==> config.mk <==
export PLATFORM = sky130hd
export DESIGN_NAME = double_ended_queue_core
export DESIGN_NICKNAME = d
export VERILOG_FILES = /design/src/hw/rtl/deq_pkg.sv /design/src/hw/rtl/double_ended_queue_core.sv /design/src/hw/rtl/deq_ctrl.sv /design/src/hw/rtl/deq_dp.sv
export SDC_FILE = /design/constraint.sdc
export NUM_CORES = 1
export LEC_CHECK = 0
export BUFFER_PORTS_ARGS = -buffer_cell sky130_fd_sc_hd__buf_2
export CAP_MARGIN = 40
export CELL_PAD_IN_SITES_DETAIL_PLACEMENT = 1
export CELL_PAD_IN_SITES_GLOBAL_PLACEMENT = 1
export CORE_AREA = 2 2 208 210
export CTS_CLUSTER_SIZE = 28
export DETAILED_ROUTE_END_ITERATION = 8
export DIE_AREA = 0 0 210 212
export GPL_TIMING_DRIVEN = 0
export PLACE_DENSITY = 0.82
export SETUP_SLACK_MARGIN = 0.5
export SLEW_MARGIN = 20
export SYNTH_ARGS = -nofsm -noshare
export SYNTH_HDL_FRONTEND = slang
export SYNTH_SLANG_ARGS = --single-unit
==> constraint.sdc <==
create_clock -name clk -period 12.9 [get_ports clk]
set_input_delay 0 -clock clk [delete_from_list [all_inputs] [get_ports clk]]
set_output_delay 0 -clock clk [all_outputs]
set_load 0.02 [all_outputs]
==> src/hw/rtl/deq_pkg.sv <==
// Types, constants and helper functions of the double-ended queue core.
`timescale 1ns / 1ps
package deq_pkg;

    // Storage depth, 2 to 64 words.
    localparam int CAPACITY = 16;
    localparam int PTR_W    = $clog2(CAPACITY);
    localparam int CNT_W    = $clog2(CAPACITY + 1);

    typedef logic [PTR_W-1:0] ptr_t;
    typedef logic [CNT_W-1:0] cnt_t;

    // Command codes.
    localparam logic [2:0] CMD_PUSH_FRONT = 3'd0;
    localparam logic [2:0] CMD_PUSH_BACK  = 3'd1;
    localparam logic [2:0] CMD_POP_FRONT  = 3'd2;
    localparam logic [2:0] CMD_POP_BACK   = 3'd3;
    localparam logic [2:0] CMD_DUMP       = 3'd4;

    // Status codes.
    localparam logic [1:0] ST_OK    = 2'd0;
    localparam logic [1:0] ST_EMPTY = 2'd1;
    localparam logic [1:0] ST_FULL  = 2'd2;

    typedef struct packed {
        logic [2:0]         cmd;
        logic signed [31:0] value;
    } deq_item_t;

    typedef struct packed {
        logic [1:0]         status;
        logic signed [31:0] data_out;
        logic               last;
    } deq_result_t;

    typedef enum logic [1:0] {
        S_IDLE,
        S_EXEC,
        S_POP_OUT,
        S_DUMP
    } deq_state_t;

    typedef enum logic [1:0] {
        RD_FRONT,
        RD_BACK,
        RD_DUMP
    } deq_rd_sel_t;

    // Commands from the controller to the datapath.
    typedef struct packed {
        logic        capture;
        logic        push_front;
        logic        push_back;
        logic        pop_front;
        logic        pop_back;
        logic        rd_en;
        deq_rd_sel_t rd_sel;
        logic        emit;
        logic [1:0]  emit_status;
        logic        emit_data;
        logic        emit_last;
    } deq_ctl_t;

    // Status from the datapath to the controller.
    typedef struct packed {
        logic [2:0] cmd;
        logic       full;
        logic       empty;
        logic       dump_last;
    } deq_stat_t;

    // Ring slot at a given offset from a base slot; base < CAPACITY, off <= CAPACITY.
    function automatic ptr_t slot_add(ptr_t base, cnt_t off);
        logic [CNT_W:0] sum;
        sum = (CNT_W + 1)'(base) + (CNT_W + 1)'(off);
        if (sum >= (CNT_W + 1)'(CAPACITY)) begin
            sum = sum - (CNT_W + 1)'(CAPACITY);
        end
        return sum[PTR_W-1:0];
    endfunction

endpackage

==> src/hw/rtl/double_ended_queue_core.sv <==
// Top level of the double-ended queue core.
`timescale 1ns / 1ps
// Bounded double-ended queue of signed 32-bit words held in a ring of CAPACITY
// entries. Issue a command word by raising start while busy is low; the word
// is taken at that clock edge. Commands: push front, push back, pop front, pop
// back, dump. Each push or pop returns one result word; a dump returns every
// stored word from front to back on consecutive cycles, last set on the final
// one, or a single empty status when the queue holds nothing. A push into a
// full queue returns status full and leaves the queue untouched; unused
// command codes return nothing. Results appear on res for exactly one cycle,
// marked by res_valid, and cannot be held off: sample them when they come.
// Pushes, and any command that fails, give their result word straight from the
// execute state; a successful pop or a dump first reads the storage RAM into a
// register, and a dump then streams one word a cycle. The controller runs one
// command at a time, so busy stays high until the final result word is on its
// way out. The storage needs no clearing after reset: no entry is read before
// it is written.
module double_ended_queue_core
    import deq_pkg::*;
(
    input  logic        clk,
    input  logic        rst_n,
    input  logic        start,
    output logic        busy,
    input  deq_item_t   item,
    output logic        res_valid,
    output deq_result_t res
);

    deq_ctl_t  ctl;
    deq_stat_t stat;

    // Sequence each command: decode, update pointers, steer reads and results.
    deq_ctrl u_ctrl (
        .clk   (clk),
        .rst_n (rst_n),
        .start (start),
        .stat  (stat),
        .ctl   (ctl),
        .busy  (busy)
    );

    // Hold the ring storage, front pointer, occupancy and result register.
    deq_dp u_dp (
        .clk       (clk),
        .rst_n     (rst_n),
        .item      (item),
        .ctl       (ctl),
        .stat      (stat),
        .res_valid (res_valid),
        .res       (res)
    );

endmodule

==> src/hw/rtl/deq_ctrl.sv <==
// Controller state machine of the double-ended queue core.
`timescale 1ns / 1ps
module deq_ctrl
    import deq_pkg::*;
(
    input  logic      clk,
    input  logic      rst_n,
    input  logic      start,
    input  deq_stat_t stat,
    output deq_ctl_t  ctl,
    output logic      busy
);

    deq_state_t state_reg;
    deq_state_t state_next;

    always_ff @(posedge clk or negedge rst_n) begin
        if (!rst_n) begin
            state_reg <= S_IDLE;
        end else begin
            state_reg <= state_next;
        end
    end

    always_comb begin
        state_next = state_reg;
        ctl        = '0;
        ctl.rd_sel = RD_FRONT;
        busy       = 1'b1;
        unique case (state_reg)
            S_IDLE: begin
                busy = 1'b0;
                if (start) begin
                    ctl.capture = 1'b1;
                    state_next  = S_EXEC;
                end
            end
            S_EXEC: begin
                state_next = S_IDLE;
                unique case (stat.cmd)
                    CMD_PUSH_FRONT, CMD_PUSH_BACK: begin
                        ctl.emit      = 1'b1;
                        ctl.emit_last = 1'b1;
                        if (stat.full) begin
                            ctl.emit_status = ST_FULL;
                        end else begin
                            ctl.emit_status = ST_OK;
                            ctl.push_front  = (stat.cmd == CMD_PUSH_FRONT);
                            ctl.push_back   = (stat.cmd == CMD_PUSH_BACK);
                        end
                    end
                    CMD_POP_FRONT, CMD_POP_BACK: begin
                        if (stat.empty) begin
                            ctl.emit        = 1'b1;
                            ctl.emit_status = ST_EMPTY;
                            ctl.emit_last   = 1'b1;
                        end else begin
                            ctl.rd_en     = 1'b1;
                            ctl.rd_sel    = (stat.cmd == CMD_POP_FRONT) ? RD_FRONT : RD_BACK;
                            ctl.pop_front = (stat.cmd == CMD_POP_FRONT);
                            ctl.pop_back  = (stat.cmd == CMD_POP_BACK);
                            state_next    = S_POP_OUT;
                        end
                    end
                    CMD_DUMP: begin
                        if (stat.empty) begin
                            ctl.emit        = 1'b1;
                            ctl.emit_status = ST_EMPTY;
                            ctl.emit_last   = 1'b1;
                        end else begin
                            ctl.rd_en  = 1'b1;
                            ctl.rd_sel = RD_DUMP;
                            state_next = S_DUMP;
                        end
                    end
                    default: begin
                        state_next = S_IDLE;
                    end
                endcase
            end
            S_POP_OUT: begin
                ctl.emit        = 1'b1;
                ctl.emit_status = ST_OK;
                ctl.emit_data   = 1'b1;
                ctl.emit_last   = 1'b1;
                state_next      = S_IDLE;
            end
            S_DUMP: begin
                ctl.emit        = 1'b1;
                ctl.emit_status = ST_OK;
                ctl.emit_data   = 1'b1;
                ctl.emit_last   = stat.dump_last;
                if (stat.dump_last) begin
                    state_next = S_IDLE;
                end else begin
                    ctl.rd_en  = 1'b1;
                    ctl.rd_sel = RD_DUMP;
                end
            end
            default: begin
                state_next = S_IDLE;
            end
        endcase
    end

endmodule

==> src/hw/rtl/deq_dp.sv <==
// Datapath of the double-ended queue core: ring storage, pointers, result register.
`timescale 1ns / 1ps
module deq_dp
    import deq_pkg::*;
(
    input  logic        clk,
    input  logic        rst_n,
    input  deq_item_t   item,
    input  deq_ctl_t    ctl,
    output deq_stat_t   stat,
    output logic        res_valid,
    output deq_result_t res
);

    logic signed [31:0] mem [CAPACITY];

    logic [2:0]         cmd_reg;
    logic signed [31:0] value_reg;
    ptr_t               front_reg;
    ptr_t               front_next;
    cnt_t               occ_reg;
    cnt_t               occ_next;
    cnt_t               dump_idx_reg;
    logic               dump_last_reg;
    logic signed [31:0] rd_data_reg;
    logic               res_valid_reg;
    deq_result_t        res_reg;

    ptr_t               front_dec;
    ptr_t               wr_addr;
    ptr_t               rd_addr;
    logic               wr_en;
    logic               dump_step;

    assign front_dec = (front_reg == '0) ? PTR_W'(CAPACITY - 1) : front_reg - 1'b1;
    assign wr_en     = ctl.push_front | ctl.push_back;
    assign wr_addr   = ctl.push_front ? front_dec : slot_add(front_reg, occ_reg);
    assign dump_step = ctl.rd_en && (ctl.rd_sel == RD_DUMP);

    always_comb begin
        unique case (ctl.rd_sel)
            RD_FRONT: rd_addr = front_reg;
            RD_BACK:  rd_addr = slot_add(front_reg, occ_reg - 1'b1);
            RD_DUMP:  rd_addr = slot_add(front_reg, dump_idx_reg);
            default:  rd_addr = front_reg;
        endcase
    end

    always_comb begin
        front_next = front_reg;
        occ_next   = occ_reg;
        if (ctl.push_front) begin
            front_next = front_dec;
            occ_next   = occ_reg + 1'b1;
        end else if (ctl.push_back) begin
            occ_next = occ_reg + 1'b1;
        end else if (ctl.pop_front) begin
            front_next = slot_add(front_reg, CNT_W'(1));
            occ_next   = occ_reg - 1'b1;
        end else if (ctl.pop_back) begin
            occ_next = occ_reg - 1'b1;
        end
    end

    always_ff @(posedge clk or negedge rst_n) begin
        if (!rst_n) begin
            front_reg     <= '0;
            occ_reg       <= '0;
            dump_idx_reg  <= '0;
            dump_last_reg <= 1'b0;
            res_valid_reg <= 1'b0;
        end else begin
            front_reg     <= front_next;
            occ_reg       <= occ_next;
            res_valid_reg <= ctl.emit;
            if (ctl.capture) begin
                dump_idx_reg  <= '0;
                dump_last_reg <= 1'b0;
            end else if (dump_step) begin
                dump_idx_reg  <= dump_idx_reg + 1'b1;
                dump_last_reg <= ((CNT_W + 1)'(dump_idx_reg) + 1'b1) == (CNT_W + 1)'(occ_reg);
            end
        end
    end

    always_ff @(posedge clk) begin
        if (ctl.capture) begin
            cmd_reg   <= item.cmd;
            value_reg <= item.value;
        end
        if (ctl.emit) begin
            res_reg.status   <= ctl.emit_status;
            res_reg.data_out <= ctl.emit_data ? rd_data_reg : 32'sd0;
            res_reg.last     <= ctl.emit_last;
        end
    end

    always_ff @(posedge clk) begin
        if (wr_en) begin
            mem[wr_addr] <= value_reg;
        end
        if (ctl.rd_en) begin
            rd_data_reg <= mem[rd_addr];
        end
    end

    assign stat.cmd       = cmd_reg;
    assign stat.full      = (occ_reg == CNT_W'(CAPACITY));
    assign stat.empty     = (occ_reg == '0);
    assign stat.dump_last = dump_last_reg;

    assign res_valid = res_valid_reg;
    assign res       = res_reg;

endmodule

Word-level counts from Yosys, hierarchy flattened
Memories as Yosys holds them, arrays and structs flattened. A register that Yosys moved wholly into a read port is not among the register bits.
Cells that the tools add are included.
{ "totals": {"register_bits": 88, "ram_bits": 512, "word_cells": 105, "n_memories": 1} }
{ "op_classes": {"addsub": 13, "n_lt_le_gt_ge": 4, "n_eq_ne": 14, "muxes": 47, "bitwise_logic": 1, "reduce_logical": 14} }
{ "memory_table": {"columns": ["name", "depth", "width", "read_ports", "rd_clocked_by_memory_dff", "wr", "line_no", "text"], "rows": [
  ["u_dp.mem", 16, 32, 1, 1, 1, "deq_dp.sv:15", "logic signed [31:0] mem [CAPACITY];"]
]} }
{ "op_table": {"columns": ["operator", "n"], "rows": [
  ["$mux W4", 10],
  ["$mux W5", 7],
  ["$pmux W3 S2", 4],
  ["$sub A4 B1 Y4 const B", 5],
  ["$add A4 B5 Y6", 3],
  ["$ge A6 B5 Y1 const B", 3],
  ["$mux W2", 8],
  ["$add A5 B1 Y5 const B", 2],
  ["$mux W1", 10],
  ["$mux W3", 3],
  ["$pmux W2 S4", 1],
  ["$pmux W4 S2", 1],
  ["$add A5 B1 Y6 const B", 1],
  ["$eq A2 B2 Y1 const B", 3],
  ["$eq A3 B2 Y1 const B", 2],
  ["$eq A6 B5 Y1", 1],
  ["$reduce_or A2 Y1", 3],
  ["$add A4 B1 Y5 const B", 1],
  ["$eq A5 B5 Y1 const B", 1],
  ["$ge A5 B5 Y1 const B", 1],
  ["$logic_not A5 Y1", 1],
  ["$sub A5 B1 Y5 const B", 1],
  ["$eq A2 B1 Y1 const B", 2],
  ["$logic_not A4 Y1", 1],
  ["other kinds (15)", 18]
]} }

Logic depth before layout (Yosys ltp)
{ "logic_depth": {"depth_word": 9, "mapped_depth": 18, "ltp_nobuf": 15} }

Hierarchy
From an unflattened synthesis, not the netlist that was laid out.
{ "unflattened": {"hier_cells": 1148, "hier_area_um2": 24592.3} }
{ "modules_own_cells": {"columns": ["module", "n_inst", "cells_each", "area_per_inst_um2", "seq_area_each_um2"], "rows": [
  ["deq_dp", 1, 1107, 24322.1, 18838.1],
  ["deq_ctrl", 1, 41, 270.3, 50.0]
]} }

Worst setup path after synthesis
No wires, ideal clock.
{ "synth_timing": {"path_kind": "register to register", "startpoint": "register u_dp.cmd_reg[1]", "endpoint": "memory u_dp.mem[0][0], enable pin", "t_arrival_ns": 3.950, "path_slack_ns": 8.489, "stages_incl_launch_ff": 5, "cell_sequence": "edfxtp_1 -> or4b_4 -> nor3_2 -> mux2_2 -> nor3_1"} }
{ "synth_via": {"elab_chain_cells": 7, "elab_cells_between_ends": 10, "classes_between": "eq/ne: 1; mux: 6; bitwise: 1; reduce/logical: 2"} }
{ "synth_lines": {"columns": ["element", "line_no", "text"], "rows": [
  ["start, declared", "deq_dp.sv:17", "logic [2:0] cmd_reg;"],
  ["start signal, assigned", "deq_dp.sv:88", "cmd_reg <= item.cmd;"],
  ["$eq A3 B1 Y1 / $logic_not A3 Y1 (equally long branches)", "deq_ctrl.sv:40, deq_ctrl.sv:49, deq_ctrl.sv:48", null],
  ["$reduce_or A2 Y1 / $mux W2 (equally long branches)", "deq_ctrl.sv:40, deq_ctrl.sv:44", null],
  ["$mux W2 *", "deq_ctrl.sv:40", "unique case (stat.cmd)"],
  ["$mux W4 *", "deq_ctrl.sv:30", "unique case (state_reg)"],
  ["$or A1 B1 Y1", "deq_dp.sv:36", "assign wr_en = ctl.push_front | ctl.push_back;"],
  ["$mux W1", "deq_dp.sv:99", "if (wr_en) begin"],
  ["$mux W1 (implied by the code)", "deq_dp.sv:100", "mem[wr_addr] <= value_reg;"],
  ["end, declared", "deq_dp.sv:15", null]
]} }
Mark *: on every way between the ends. The rest lies on a longest branch, timed or not.

Worst setup path after layout
{ "layout_timing": {"startpoint": "register u_dp.occ_reg[0]", "endpoint": "register u_dp.rd_data_reg[31] (read register of u_dp.mem) (data pin)"} }
{ "layout_via": {"elab_chain_cells": 6, "elab_cells_between_ends": 13, "classes_between": "add/sub: 3; order compare: 1; eq/ne: 2; mux: 6; reduce/logical: 1"} }
{ "layout_lines": {"columns": ["element", "line_no", "text"], "rows": [
  ["start, declared", "deq_dp.sv:21", "cnt_t occ_reg;"],
  ["start signal, assigned", "deq_dp.sv:74", "occ_reg <= occ_next;"],
  ["branches (longest 6 deep; another with $add A4 B5 Y6)", null, null],
  ["end, declared", "deq_dp.sv:25", "logic signed [31:0] rd_data_reg;"]
]} }
Several ways; the timed one is not identified.
A chain may end at the register's enable or synchronous reset.

==> impl_results.md <==
* Final Hold Viols at 0
* Die height at 212 um
* HPWL after DPL at 38.7 mm
* Post-Route WL at 66.2 mm
* HP Class: in2reg
* Cell count after synthesis at 1146
* Fmax at 162 MHz
* Distinct cells, synth at 59
* RSZ-0062 raised after global routing: no
* Synthesized flop and latch total at 632
* Cts bufs inserted at 66
* Initial DRT Pass Iterations at 5
* Worst R2R Path Depth at 18
* Worst vdd ir at 0.154 mV
* Slew margin rel. at 0.368
* WHS Endpoint: u_dp.value_reg[30]
* DRC Markers at 0
* Pleak at 9.87 nW
* Antenna-violating nets left at 0
* Psw at 2.57 mW
* Total vias in the final route at 13000
* N_diodes at 0
* Multi-input gate area at 5550 um^2
* Clock skew at 0.0158 ns
* CTS Sinks at 632
* Fin crit share at 0.480
* Iter 0 DRT Violations at 1523
* CP endpoint kind: register
* Req. time, crit path at 13.18 ns
* Reg power frac at 0.380
* Combinational share of power at 0.369
* IO buf count at 74
* Syn_nets at 1200
* Critical path class: reg2reg
* Yosys warns at 0
* Max Root-Sink Buffers at 3
* Tot Pwr at 7.41 mW
* Setup WS post-layout at 6.71 ns
* Cell Area, Synth at 24600 um^2
* CTS tree: yes
* Vias in the first global route at 13900
* Global-route wire length before repair at 95.0 mm
* I/O pins at 75
* Filler cells at 3357
* Post-CTS setup buffers at 0
* Post-Place Setup Slack at 7.04 ns
* Pin count of the biggest net entering global routing at 38
* Gr ovfl total at 0
* # Max-Cap Violations at 0
* Max Slew Vio Count at 0
* Largest register FFs at 512
* Worst-skew pair later-pin latency at 0.59 ns
* Initial Util at 0.580
* Final Wtd Congestion at 0.795
* Post-synth ARST share at 0.0285
* Vias per inst at 6.53
* Hold path cells at 2
* Clock share of power at 0.251
* Hold Buf Count CTS at 38
* Root Driver: clkbuf_16
* Register Area at 18900 um^2
* Status: finished, final reports clean
* R2R Path End: u_dp.rd_data_reg[31]
* Die area at 44500 um^2
* Min-delay src: item[30]
* WL/cell at 33.4 um
* Overall routing resource usage at 0.303
* Syn avg cell area at 21.5 um^2
* Fin crit period at 6.19 ns
* Final setup viols at 0
* EDFF count, synth at 614
* Initial antenna violation count at 1
* CP max FO at 10
* Pwr Density at 256 nW/um^2
* Tightest Pin Transition at 0.947 ns
* Layout area overhead at 17.4%
* Internal Pwr Total at 4.84 mW
* Core area at 42500 um^2
* Cts repair resizes at 0
* Final net count at 1441
* Register area share after synthesis at 0.766
* FF-to-FF Start: u_dp.occ_reg[0]
* Fraction of layout cells with a size suffix above 1 at 0.290
* Reg2reg setup slack at 6.71 ns
* Clock transition at the registers of the reported paths at 0.06 ns
* H-tree depth at 3
* Die X at 210 um
* Critical Path Start Type: register
* Ys flop type: edfxtp_1
* TNS Setup at 0 ns
* # rows at 76
* Arrival time at the worst endpoint at 6.47 ns
* Switching part of the total at 0.347
[per-stage QoR]
stage,hold WS (ns),utilization,cell area (um^2),cells
CTS,0.0965,0.679,28900,1979
floorplan,-0.296,-,24600,1146
finish,0.112,0.681,28900,1984
global placement,-0.0278,0.605,25700,1766
global route,0.113,0.681,28900,1984
detailed placement,-0.0257,0.622,26400,1822
[metal layers]
layer  GRT usage  part of all wire  vias to the layer above
met5           0                 0                        -
met4       0.125             0.030                        0
met3      0.0526             0.075                      147
met2       0.517              0.52                      780
met1       0.394              0.37                     6833
li1            -                 -                     5201
[power groups by stage]
| stage | combinational [mW] | sequential [mW] | clock [mW] |
|---|---|---|---|
| after floorplan | 1.69 | 2.84 | 0 |
| after global placement | 2.35 | 2.83 | 0 |
| after detailed placement | 2.59 | 2.84 | 0 |
| after CTS | 2.72 | 2.81 | 1.88 |
| after global routing | 2.86 | 2.84 | 1.94 |
| final | 2.74 | 2.82 | 1.86 |
[logic make-up after synthesis]
logic type	count (synthesis)	synth area share
xor+xnor	19	0.00675
compound gates	52	0.0154
simple gates	134	0.0312
fa+ha+maj	16	0.00873
flops	632	0.766
buf+inv	62	0.0126
mux	231	0.159
[worst max-delay path, stage by stage (launching register included)]
cell and delay, ns:
dfrtp_1 0.45, inv_1 0.18, ha_1 0.25, or4b_4 0.52
and3_1 0.19, clkbuf_1 0.22, nand2_1 0.15, ha_1 0.32
inv_1 0.15, mux2_2 0.32, ha_1 0.22, inv_1 0.09
fa_1 0.44, o21ai_0 0.35, buf_2 0.41, buf_1 0.75
mux4_2 0.43, mux2i_1 0.22, mux2i_1 0.20
[cells in the mapped netlist (2+ instances only)]
| cell | instances | share of area |
|---|---|---|
| or4b_4 | 2 | 0.0011 |
| a21oi_1 | 6 | 0.0012 |
| and3_1 | 3 | 0.00076 |
| nor2_1 | 22 | 0.0034 |
| o21a_1 | 6 | 0.0018 |
| nor3_1 | 12 | 0.0024 |
| nor2b_1 | 3 | 0.00076 |
| nand2_1 | 24 | 0.0037 |
| o31ai_1 | 3 | 0.00091 |
| buf_2 | 21 | 0.0043 |
| xor2_1 | 9 | 0.0032 |
| mux2i_1 | 99 | 0.040 |
| a2bb2oi_1 | 2 | 0.00071 |
| buf_4 | 5 | 0.0015 |
| edfxtp_1 | 614 | 0.75 |
| o21ai_0 | 11 | 0.0022 |
| dfrtp_1 | 18 | 0.018 |
| and2_1 | 33 | 0.0084 |
| a21boi_0 | 2 | 0.00061 |
| a211oi_1 | 3 | 0.00091 |
| mux2_2 | 4 | 0.0018 |
| nor3b_1 | 2 | 0.00061 |
| inv_1 | 12 | 0.0018 |
| a21o_1 | 3 | 0.00091 |
| buf_1 | 3 | 0.00046 |
| clkbuf_1 | 18 | 0.0027 |
| ha_1 | 14 | 0.0071 |
| fa_1 | 2 | 0.0016 |
| nand2b_1 | 5 | 0.0013 |
| nand3_1 | 11 | 0.0022 |
| o22a_1 | 4 | 0.0014 |
| or2_2 | 3 | 0.00076 |
| o211ai_1 | 3 | 0.00091 |
| xnor2_1 | 10 | 0.0036 |
| buf_8 | 3 | 0.0018 |
| mux4_2 | 128 | 0.12 |
[how the worst max path moves through the flow]
stage / startpoint / slack, ns / cells after the start / endpoint
floorplan: u_dp.cmd_reg[1] / 8.49 / 4 / u_dp.mem[0][0]
global placement: u_dp.front_reg[0] / 5.54 / 7 / u_dp.mem[2][16]
detailed placement: u_dp.occ_reg[0] / 7.04 / 18 / u_dp.rd_data_reg[19]
CTS: u_dp.occ_reg[0] / 6.72 / 18 / u_dp.rd_data_reg[31]
global route: u_dp.occ_reg[0] / 6.62 / 18 / u_dp.rd_data_reg[31]
finish: u_dp.occ_reg[0] / 6.71 / 18 / u_dp.rd_data_reg[31]
[area by class of cell]
cell class                      instances  share of cell area
Sequential cell                       632               0.653
Multi-Input combinational cell        452               0.192
Clock buffer                           82              0.0599
Timing Repair Buffer                  173              0.0494
Tap cell                              546              0.0236
Clock inverter                         37              0.0115
Buffer                                 50             0.00921
Inverter                               12             0.00164
[cell usage in the layout, fill, tap and decap left out, types with 4 or more instances in the layout]
cell type	n
bufinv_16	5
edfxtp_1	614
buf_8	4
nor3_1	4
clkbuf_16	67
xor2_1	9
mux2i_1	98
clkinv_1	16
nor2_1	14
dlygate4sd3_1	38
buf_4	38
o21a_1	5
o21ai_0	11
dfrtp_1	18
nand2b_1	5
a21oi_1	6
o22a_1	4
buf_12	8
mux2_2	4
buf_2	96
clkbuf_1	33
nand2_1	24
inv_6	6
xnor2_1	10
clkinv_2	7
nor3_2	9
and2_1	33
nand3_1	11
buf_6	15
inv_1	11
nor2_4	9
ha_1	14
mux4_2	128
Note: power is estimated with default switching activity, not from simulation.
